<file path="src/rtl/stf_pkg.sv">
// Shared types and constants for the scanline triangle filler.
package stf_pkg;

  localparam int FIELD_W = 6;

  typedef struct packed {
    logic [FIELD_W-1:0] vertex_a_x;
    logic [FIELD_W-1:0] vertex_a_y;
    logic [FIELD_W-1:0] vertex_b_x;
    logic [FIELD_W-1:0] vertex_b_y;
    logic [FIELD_W-1:0] vertex_c_x;
    logic [FIELD_W-1:0] vertex_c_y;
  } vertices_t;

  typedef struct packed {
    logic [FIELD_W-1:0] row;
    logic [FIELD_W-1:0] span_from_x;
    logic [FIELD_W-1:0] span_to_x;
    logic               last_span;
  } span_t;

  // Which edge the shared multiply/divide unit evaluates.
  typedef enum logic [1:0] {
    OP_XS   = 2'd0,
    OP_FROM = 2'd1,
    OP_TO   = 2'd2
  } op_t;

  typedef struct packed {
    logic load_tri;
    logic mul_go;
    logic div_step;
    logic store_res;
    logic load_out;
    logic next_row;
    op_t  op;
  } cmd_t;

  typedef struct packed {
    logic flat_all;
    logic div_last;
    logic last_row;
    logic out_free;
  } sts_t;

endpackage

</file>
<file path="src/rtl/scanline_triangle_fill.sv">
// Top level of the scanline triangle filler.
//
//   channel    dir  payload      handshake
//   vertices   in   vertices_t   vertices_valid / vertices_stall
//   span       out  span_t       span_valid / span_stall
//
// One triangle at a time; its spans leave in row order, last one flagged.
// Each edge value is computed on the shared restoring divider; a row needs two,
// plus one split point per triangle. A triangle with all y equal gives one span
// straight away, with no divider pass.
// Reset (rst, synchronous) empties the output register and idles the sequencer.
// A stalled span holds the output register; the next triangle may be taken
// while the final span of the previous one is still waiting.
module scanline_triangle_fill import stf_pkg::*; #(
  parameter int COORD_BITS = 6
) (
  input  logic      clk,
  input  logic      rst,
  input  logic      vertices_valid,
  output logic      vertices_stall,
  input  vertices_t vertices,
  output logic      span_valid,
  input  logic      span_stall,
  output span_t     span
);

  cmd_t cmd;
  sts_t sts;

  stf_ctrl u_ctrl (
    .clk            (clk),
    .rst            (rst),
    .vertices_valid (vertices_valid),
    .vertices_stall (vertices_stall),
    .sts            (sts),
    .cmd            (cmd)
  );

  stf_datapath #(
    .COORD_BITS (COORD_BITS)
  ) u_dp (
    .clk        (clk),
    .rst        (rst),
    .vertices   (vertices),
    .cmd        (cmd),
    .sts        (sts),
    .span_valid (span_valid),
    .span_stall (span_stall),
    .span       (span)
  );

endmodule

</file>
<file path="src/rtl/stf_ctrl.sv">
// Sequencer for the triangle filler: split point, then per-row edge evaluations.
module stf_ctrl import stf_pkg::*; (
  input  logic clk,
  input  logic rst,
  input  logic vertices_valid,
  output logic vertices_stall,
  input  sts_t sts,
  output cmd_t cmd
);

  typedef enum logic [4:0] {
    S_IDLE = 5'b00001,
    S_MUL  = 5'b00010,
    S_DIV  = 5'b00100,
    S_WB   = 5'b01000,
    S_EMIT = 5'b10000
  } state_t;

  state_t state, state_next;
  op_t    op, op_next;

  assign vertices_stall = (state != S_IDLE);

  always_comb begin
    state_next = state;
    op_next    = op;
    cmd        = '0;
    cmd.op     = op;
    unique case (state)
      S_IDLE: begin
        if (vertices_valid) begin
          cmd.load_tri = 1'b1;
          op_next      = OP_XS;
          state_next   = S_MUL;
        end
      end
      S_MUL: begin
        if (sts.flat_all && op == OP_XS) begin
          state_next = S_EMIT;
        end else begin
          cmd.mul_go = 1'b1;
          state_next = S_DIV;
        end
      end
      S_DIV: begin
        cmd.div_step = 1'b1;
        if (sts.div_last) state_next = S_WB;
      end
      S_WB: begin
        cmd.store_res = 1'b1;
        unique case (op)
          OP_XS: begin
            op_next    = OP_FROM;
            state_next = S_MUL;
          end
          OP_FROM: begin
            op_next    = OP_TO;
            state_next = S_MUL;
          end
          OP_TO: state_next = S_EMIT;
          default: state_next = S_IDLE;
        endcase
      end
      S_EMIT: begin
        if (sts.out_free) begin
          cmd.load_out = 1'b1;
          if (sts.last_row) begin
            state_next = S_IDLE;
          end else begin
            cmd.next_row = 1'b1;
            op_next      = OP_FROM;
            state_next   = S_MUL;
          end
        end
      end
      default: state_next = S_IDLE;
    endcase
  end

  always_ff @(posedge clk) begin
    if (rst) begin
      state <= S_IDLE;
      op    <= OP_XS;
    end else begin
      state <= state_next;
      op    <= op_next;
    end
  end

endmodule

</file>
<file path="src/rtl/stf_datapath.sv">
// Vertex sort, edge interpolation with a shared restoring divider, span output register.
module stf_datapath import stf_pkg::*; #(
  parameter int COORD_BITS = 6
) (
  input  logic      clk,
  input  logic      rst,
  input  vertices_t vertices,
  input  cmd_t      cmd,
  output sts_t      sts,
  output logic      span_valid,
  input  logic      span_stall,
  output span_t     span
);

  localparam int CB = COORD_BITS;
  localparam int ND = 2 * COORD_BITS;
  localparam int CW = $clog2(ND + 1);

  // sort network
  logic [CB-1:0] s1x, s1y, s2x, s2y, s3x, s3y, tx, ty;

  always_comb begin
    s1x = vertices.vertex_a_x[CB-1:0];
    s1y = vertices.vertex_a_y[CB-1:0];
    s2x = vertices.vertex_b_x[CB-1:0];
    s2y = vertices.vertex_b_y[CB-1:0];
    s3x = vertices.vertex_c_x[CB-1:0];
    s3y = vertices.vertex_c_y[CB-1:0];
    tx  = '0;
    ty  = '0;
    if (s1y > s2y) begin
      tx = s1x; ty = s1y; s1x = s2x; s1y = s2y; s2x = tx; s2y = ty;
    end
    if (s1y > s3y) begin
      tx = s1x; ty = s1y; s1x = s3x; s1y = s3y; s3x = tx; s3y = ty;
    end
    if (s2y > s3y) begin
      tx = s2x; ty = s2y; s2x = s3x; s2y = s3y; s3x = tx; s3y = ty;
    end
  end

  logic [CB-1:0] xt, yt, xm, ym, xb, yb, xs, row, from_x, to_x;
  logic          flat_all, flat_top;

  always_ff @(posedge clk) begin
    if (cmd.load_tri) begin
      xt       <= s1x;
      yt       <= s1y;
      xm       <= s2x;
      ym       <= s2y;
      xb       <= s3x;
      yb       <= s3y;
      row      <= s1y;
      flat_all <= (s1y == s3y);
      flat_top <= (s1y == s2y);
    end else if (cmd.next_row) begin
      row <= row + 1'b1;
    end
  end

  // edge operand select
  logic          lower;
  logic [CB-1:0] x0, y0, x1, y1, rr;
  logic [CB:0]   dx, dxn;
  logic [CB-1:0] dx_mag, dy, den;
  logic [ND-1:0] prod;

  assign lower = (row >= ym);

  always_comb begin
    rr = row;
    case (cmd.op)
      OP_XS: begin
        x0 = xt; y0 = yt; x1 = xb; y1 = yb; rr = ym;
      end
      OP_FROM: begin
        if (lower) begin
          x0 = xs; y0 = ym; x1 = xb; y1 = yb;
        end else begin
          x0 = xt; y0 = yt; x1 = xs; y1 = ym;
        end
      end
      default: begin
        if (lower) begin
          x0 = xm; y0 = ym; x1 = xb; y1 = yb;
        end else begin
          x0 = xt; y0 = yt; x1 = xm; y1 = ym;
        end
      end
    endcase
  end

  assign dx     = {1'b0, x1} - {1'b0, x0};
  assign dxn    = -dx;
  assign dx_mag = dx[CB] ? dxn[CB-1:0] : dx[CB-1:0];
  assign dy     = rr - y0;
  assign den    = y1 - y0;
  assign prod   = dx_mag * dy;

  // restoring divider, quotient shifts into the dividend register
  logic [ND-1:0] dvd;
  logic [CB-1:0] rem, den_r, x0_r;
  logic          neg_r, zero_r;
  logic [CW-1:0] cnt;
  logic [CB:0]   rem_sh, rem_sub;
  logic          ge;
  logic [CB-1:0] quo, res;

  assign rem_sh  = {rem, dvd[ND-1]};
  assign rem_sub = rem_sh - {1'b0, den_r};
  assign ge      = (rem_sh >= {1'b0, den_r});
  assign quo     = dvd[CB-1:0];

  always_comb begin
    if (zero_r)     res = x0_r;
    else if (neg_r) res = x0_r - quo;
    else            res = x0_r + quo;
  end

  always_ff @(posedge clk) begin
    if (cmd.mul_go) begin
      dvd    <= prod;
      rem    <= '0;
      den_r  <= den;
      x0_r   <= x0;
      neg_r  <= dx[CB];
      zero_r <= (prod == '0);
      cnt    <= CW'(ND);
    end else if (cmd.div_step) begin
      dvd <= {dvd[ND-2:0], ge};
      rem <= ge ? rem_sub[CB-1:0] : rem_sh[CB-1:0];
      cnt <= cnt - 1'b1;
    end
  end

  always_ff @(posedge clk) begin
    if (cmd.store_res) begin
      case (cmd.op)
        OP_XS:   xs     <= res;
        OP_FROM: from_x <= res;
        default: to_x   <= res;
      endcase
    end
  end

  // flat triangle extent
  logic [CB-1:0] mn, mx;

  always_comb begin
    mn = xt;
    mx = xt;
    if (xm < mn) mn = xm;
    if (xb < mn) mn = xb;
    if (xm > mx) mx = xm;
    if (xb > mx) mx = xb;
  end

  // output register
  always_ff @(posedge clk) begin
    if (rst) begin
      span_valid <= 1'b0;
    end else if (cmd.load_out) begin
      span_valid <= 1'b1;
    end else if (!span_stall) begin
      span_valid <= 1'b0;
    end
  end

  always_ff @(posedge clk) begin
    if (cmd.load_out) begin
      span.row       <= FIELD_W'(row);
      span.last_span <= (row == yb);
      if (flat_all) begin
        span.span_from_x <= FIELD_W'(mn);
        span.span_to_x   <= FIELD_W'(mx);
      end else if (flat_top) begin
        span.span_from_x <= FIELD_W'(to_x);
        span.span_to_x   <= FIELD_W'(from_x);
      end else begin
        span.span_from_x <= FIELD_W'(from_x);
        span.span_to_x   <= FIELD_W'(to_x);
      end
    end
  end

  assign sts.flat_all = flat_all;
  assign sts.div_last = (cnt == CW'(1));
  assign sts.last_row = (row == yb);
  assign sts.out_free = !span_valid || !span_stall;

endmodule

</file>
<file path="config.mk">
export PLATFORM = sky130hd
export DESIGN_NAME = scanline_triangle_fill
export DESIGN_NICKNAME = d
export VERILOG_FILES = /design/src/rtl/stf_pkg.sv /design/src/rtl/scanline_triangle_fill.sv /design/src/rtl/stf_ctrl.sv /design/src/rtl/stf_datapath.sv
export SDC_FILE = /design/constraint.sdc
export NUM_CORES = 1
export LEC_CHECK = 0
export ABC_AREA = 1
export BUFFER_PORTS_ARGS = -buffer_cell sky130_fd_sc_hd__buf_2
export CAP_MARGIN = 20
export CORE_UTILIZATION = 45
export DETAILED_ROUTE_END_ITERATION = 6
export MAX_ROUTING_LAYER = met4
export PLACE_DENSITY = 0.74
export SLEW_MARGIN = 5
export SYNTH_ARGS = -nofsm -noshare
export SYNTH_HDL_FRONTEND = slang
export SYNTH_SLANG_ARGS = --single-unit
</file>
<file path="constraint.sdc">
create_clock -name clk -period 6.95 [get_ports clk]
set_input_delay 2.085 -clock clk [delete_from_list [all_inputs] [get_ports clk]]
set_output_delay 2.085 -clock clk [all_outputs]
set_load 0.005 [all_outputs]
</file>
; Word-level counts from Yosys, hierarchy flattened
; Cells that the tools add are included.
[op_classes]
addsub = 9
n_mul = 1
order_cmp = 9
eq_ne = 18
mux = 60
bitwise_logic = 1
n_reduce_logical = 15
[op_table]
columns = operator, n
row1 = $mux W6, 31
row2 = $mux W12, 4
row3 = $gt A6 B6 Y1, 5
row4 = $pmux W5 S5, 1
row5 = $pmux W6 S2, 2
row6 = $sub A6 B6 Y6, 4
row7 = $mux W5, 4
row8 = $eq A6 B6 Y1, 3
row9 = $logic_not A12 Y1, 1
row10 = $lt A6 B6 Y1, 2
row11 = $mul A6 B6 Y12, 1
row12 = $mux W2, 6
row13 = $pmux W5 S2, 1
row14 = $mux W1, 9
row15 = $ne A2 B2 Y1 const B, 4
row16 = $ge A7 B6 Y1, 1
row17 = $sub A6 B6 Y7, 1
row18 = $add A6 B1 Y6 const B, 1
row19 = $add A6 B6 Y6, 1
row20 = $ge A6 B6 Y1, 1
row21 = $neg A6 Y6, 1
row22 = $pmux W2 S3, 1
row23 = $reduce_and A2 Y1, 3
row24 = $eq A5 B1 Y1 const B, 1
row25 = 22 further kinds, 24
[totals]
regBits = 125
inputBits = 40
word_cells = 139

; Longest topological paths before layout
[logic_depth]
depth_word = 8
depth_mapped = 40

; Cells and area by module
; From an unflattened synthesis, not the netlist that was laid out.
[hier_totals]
hier_cells = 1366
area_unflattened_um2 = 10395.0
[modules_own_cells]
columns = module, n_inst, cells_each, area_each_um2, seq_area_each_um2
row1 = stf_datapath, 1, 1290, 9902.0, 3433.3
row2 = stf_ctrl, 1, 76, 493.0, 140.1

; Worst setup path after synthesis
; No wires, ideal clock.
[synth_timing]
path_kind = register to register
startpoint = reg u_dp.row[1]
endpoint = reg u_dp.dvd[11], data pin
setup_ps = 254
t_arrival_ps = 6211
t_required_ps = 6696
setup_slack_ps = 485
path_stages_with_launch = 36
n_path_buf = 1
path_cell_list = edfxtp_1 ha_1 inv_1 nor2_1 o211ai_1 nand3_2 clkbuf_1 nand2_1 o21ai_0 a22oi_1 nand2_1 ha_1 fa_1 o21ai_0 nand2_1 nand2_1 a21oi_2 nand2_1 xor2_1 nor2_1 fa_1 fa_1 inv_1 fa_1 inv_1 ha_1 a21oi_1 o21ai_0 nand2_1 nand2_1 a21oi_1 nor2_1 o21ai_0 nand3b_1 nand3_1 nand2_1
[synth_between]
word_cells_on_any_way = 16
cone_classes = 3 x add/sub / 1 x mul / 1 x order compare / 11 x mux
[synth_lines]
columns = item, line
row1 = start: declaration, stf_datapath.sv:42  ; logic [CB-1:0] xt, yt, xm, ym, xb, yb, xs, row, from_x, to_x;
row2 = start signal: assignment, stf_datapath.sv:53  ; row <= s1y;
row3 = start signal: assignment, stf_datapath.sv:57  ; row <= row + 1'b1;
row4 = $ge A6 B6 Y1 (*), stf_datapath.sv:68  ; assign lower = (row >= ym);
row5 = "$mux W6, on equally long branches", "stf_datapath.sv:84, stf_datapath.sv:77"
row6 = $pmux W6 S2 (*), stf_datapath.sv:72  ; case (cmd.op)
row7 = via u_dp.x0[0], stf_datapath.sv:63  ; logic [CB-1:0] x0, y0, x1, y1, rr;
row8 = $sub A6 B6 Y7 (*), stf_datapath.sv:93  ; assign dx = {1'b0, x1} - {1'b0, x0};
row9 = via u_dp.dx[6], stf_datapath.sv:64  ; logic [CB:0] dx, dxn;
row10 = $mux W6 (*), stf_datapath.sv:95  ; assign dx_mag = dx[CB] ? dxn[CB-1:0] : dx[CB-1:0];
row11 = $mul A6 B6 Y12 (*), stf_datapath.sv:98  ; assign prod = dx_mag * dy;
row12 = $mux W12 (*), stf_datapath.sv:121  ; if (cmd.mul_go) begin
row13 = end signal: assignment, stf_datapath.sv:122  ; dvd <= prod;
row14 = end signal: assignment, stf_datapath.sv:130  ; dvd <= {dvd[ND-2:0], ge};
row15 = end: declaration, stf_datapath.sv:101  ; logic [ND-1:0] dvd;
; The timed path passes the listed nets; every way through them passes the cells marked *.
; A chain may end at the register's enable or synchronous reset.

; Worst setup path after layout
[layout_timing]
startpoint = reg u_dp.ym[1]
endpoint = reg u_dp.zero_r, data pin
[layout_between]
word_cells_on_any_way = 16
cone_classes = 3 x add/sub / 1 x mul / 1 x order compare / 10 x mux / 1 x reduce/logical
[layout_lines]
columns = item, line
row1 = start: declaration, stf_datapath.sv:42
row2 = start signal: assignment, stf_datapath.sv:50  ; ym <= s2y;
row3 = $ge A6 B6 Y1 (*), stf_datapath.sv:68
row4 = "$mux W6, on equally long branches", "stf_datapath.sv:84, stf_datapath.sv:77"
row5 = $pmux W6 S2, stf_datapath.sv:72
row6 = $sub A6 B6 Y7 (*), stf_datapath.sv:93
row7 = via u_dp.dx[6], stf_datapath.sv:64
row8 = $mux W6 (*), stf_datapath.sv:95
row9 = $mul A6 B6 Y12 (*), stf_datapath.sv:98
row10 = $logic_not A12 Y1 (*), stf_datapath.sv:127  ; zero_r <= (prod == '0);
row11 = end signal: assignment, stf_datapath.sv:127
row12 = end: declaration, stf_datapath.sv:103  ; logic neg_r, zero_r;
; Marked as above.

==> flow_metrics.py <==
metrics = {
    "floorplanning": {
        "start_util_pct": 46.6,
        "floorplan_row_count": 54,
        "ioPinCount": 61,
        "height_of_the_die_um": 153,
        "floorplan.die.width_um": 153,
        "floorplan.die_area_sq_um": 23500,
        "total_core_area_sq_um": 22100,
    },
    "global_routing": {
        "grt_pass1_vias": 8642,
        "gr-usage-all-layers_pct": 21.9,
        "pin_count_of_the_biggest_net_entering_global_routing": 44,
        "gr-total-overflow": 0,
        "antenna_found_initial": 0,
        "first_pass_grt_wire_length_um": 40300,
    },
    "synth": {
        "synth_top_area_share_pct": 31.2,
        "ys_types": 51,
        "postSynthNetCount": 1506,
        "leading_cell_types_by_total_area_after_synthesis": "edfxtp_1, nand2_1, ha_1",
        "synthesis.area_per_instance_sq_um": 7.62,
        "post-synth-top-area-cell": "edfxtp_1",
        "yosysWarnings": 0,
        "yosysSeqAreaShare_pct": 34.7,
        "synth.cell_area_sq_um": 10300,
        "synth-seq-cells": 125,
        "syn-instance-count": 1351,
    },
    "run": {
        "count_of_max_cap_constraint_violations": 0,
    },
    "setup_path": {
        "worst_path_arrival_time_ns": 6.83,
        "critical_path_class": "reg -> reg",
        "crit_path_end_kind": "register",
        "worstPathMaxFanout": 18,
        "setup.worst_path.start_class": "register",
        "critPathSlowestCell": "fa_1",
        "worst_path_largest_cell_delay_ns": 0.55,
        "cpMostUsedCell": "nand2_1",
        "critPathRequiredTime_ns": 7.22,
    },
    "drt": {
        "drt_iter0_drc": 722,
        "drt_pass1_iterations": 5,
        "drt_wl_total_um": 24800,
        "vias_per_cell": 5.33,
        "ant_nets": 0,
        "post_drt_wl_per_cell_um": 14.4,
        "drt_drc_violations_left": 0,
        "via_count": 9194,
    },
    "final_layout": {
        "signed_area_change_from_the_synthesized_netlist_to_the_final_layout_pct": 16.3,
        "diodes": 0,
        "layout.nets": 1586,
        "final_area_sq_um": 12000,
        "layout-drive-gt1-share_pct": 14.1,
    },
    "placed_design": {
        "post_dp_cell_area_sq_um": 11000,
        "port_buffers": 60,
        "weighted_congestion_reported_at_the_end_of_routability_driven_placement": 0.907,
        "dp_hpwl_um": 18900,
    },
    "sta": {
        "share_of_the_cycle_needed_by_the_critical_path_after_routing_pct": 94.4,
        "finalHoldViolCount": 0,
        "fmaxAchievable_mhz": 152,
        "maxSlewViolCount": 0,
        "finalWorstPathRequiredPeriod_ns": 6.56,
        "hold-worst-slack_ns": 0.470,
        "setup_viol_count_final": 0,
        "slew_headroom_pct": 33.9,
        "worst-slew-pin-transition_ns": 0.983,
        "finalClockSkew_ns": 0.00679,
    },
    "clocking": {
        "post_cts_hold_buffer_count": 0,
        "ctsRootBufferMaster": "clkbuf_16",
        "cts_made_buffers": 17,
        "cts-root-to-sink-buffers": 2,
        "insertion_delay_ns": 0.42,
        "tritoncts": "done",
        "path_clk_slew_ns": 0.06,
        "cts-htree-levels": 4,
        "tritoncts_num_sinks": 125,
    },
    "status": {
        "status": "finished clean",
    },
    "hold_path": {
        "holdCritPathClass": "reg -> reg",
    },
}
registers in the layout, summed over array words and instances (netlist names), 6 cells and up:
register     flops
u_dp.yt          6
u_dp.xb          6
u_dp.x0_r        6
u_dp.xm          6
u_dp.xs          6
u_dp.rem         6
u_dp.from_x      6
u_dp.dvd        12
u_dp.den_r       6
u_dp.xt          6
u_dp.yb          6
u_dp.row         6
u_dp.span       19
u_dp.ym          6
u_dp.to_x        6
layout make-up:
| type | instances | area (sq um) |
|---|---|---|
| clock buffer | 21 | 526 |
| inverter | 195 | 732 |
| tap | 280 | 350 |
| fill | 1982 | 10100 |
| multi-input combinational | 993 | 6020 |
| timing repair buffer | 99 | 656 |
| clock inverter | 11 | 114 |
| sequential | 125 | 3570 |
worst max-delay path: cells and delay by family, from the launching register on:
kind	cells	cell delay (ns)
buffers and inverters	7	0.79
flip-flops	1	0.43
adder cells (fa/ha/maj)	6	2.33
AO/OA/AOI/OAI	7	1.08
XOR/XNOR	2	0.33
AND/OR/NAND/NOR	13	1.45
worst paths after layout:
kind	endpoint	from	cells past startpoint	slack, ns
min	u_dp.cnt[3]	u_dp.cnt[3]	1	0.47
max reg2reg	u_dp.zero_r	u_dp.ym[1]	35	0.39
min reg2reg	u_dp.cnt[3]	u_dp.cnt[3]	1	0.47
max	u_dp.zero_r	u_dp.ym[1]	35	0.39
logic make-up (layout without fill, tap and decap cells):
kind of cell | Yosys count | in the layout | synth area share [%]
XOR/XNOR | 35 | 35 | 2.98
flip-flops | 125 | 125 | 34.7
AND/OR/NAND/NOR | 585 | 585 | 24.3
buffers and inverters | 233 | 326 | 8.88
adder cells (fa/ha/maj) | 115 | 115 | 15.6
AO/OA/AOI/OAI | 258 | 258 | 13.6
timing repair:
item	in CTS	in global routing
gates resized for setup	0	44
setup endpoints to repair	0	6
endpoints found under the hold margin	0	0
buffers inserted	0	12
per-stage QoR:
| step | util [%] | setup slack, ns | TNS (ns) | cells |
|---|---|---|---|---|
| 6_report | 54.2 | 0.391 | 0 | 1724 |
| 5_1_grt | 54.2 | -0.0629 | -0.112 | 1724 |
| 4_1_cts | 52.5 | 0.00727 | 0 | 1708 |
| 3_5_place_dp | 49.6 | 0.00482 | 0 | 1676 |
| 3_3_place_gp | 49.6 | 0.266 | 0 | 1676 |
| 2_1_floorplan | - | 0.485 | 0 | 1351 |
cells in the final DEF (no fill, tap or decap), types with 10 or more instances in the layout:
master / synthesis / layout
inv_1: 191 / 189
dfxtp_1: 18 / 18
o21ai_1: 6 / 10
nand2_2: 8 / 12
xor2_1: 20 / 15
edfxtp_1: 107 / 107
clkbuf_16: 0 / 24
nand2_1: 340 / 336
o21ai_0: 151 / 144
xnor2_1: 15 / 14
a21oi_1: 68 / 62
fa_1: 22 / 21
nor2_1: 101 / 95
nand3_1: 96 / 96
buf_4: 0 / 34
ha_1: 93 / 90
buf_2: 11 / 61
synth_stat cells, drive strengths merged:
master / n
a22oi: 1
fa: 22
xnor2: 15
a211oi: 1
nor4: 3
ha: 93
o21a: 3
xor2: 20
nand3: 100
o2111ai: 1
nor2: 104
o32ai: 1
nand2b: 1
nand2: 352
edfxtp: 107
nand4: 5
clkbuf: 23
clkinv: 1
o311ai: 1
dfxtp: 18
o22ai: 1
nand3b: 3
or2: 9
a21oi: 70
buf: 15
a221oi: 4
and3: 1
o21bai: 2
a21o: 1
o221ai: 1
nor3: 7
inv: 194
o211ai: 5
a31oi: 2
o21ai: 164
layer usage:
layer	GRT usage, %	wire [um]	vias to the layer above
li1	-	-	4637
met1	26.9	11100	4238
met2	36.1	11800	263
met3	3.57	1150	56
met4	8.13	666	0
met5	-	0	-
Power is left out: the tool's default activity adds up to more than one toggle a clock period on the data nets, which glitch-free logic cannot reach.
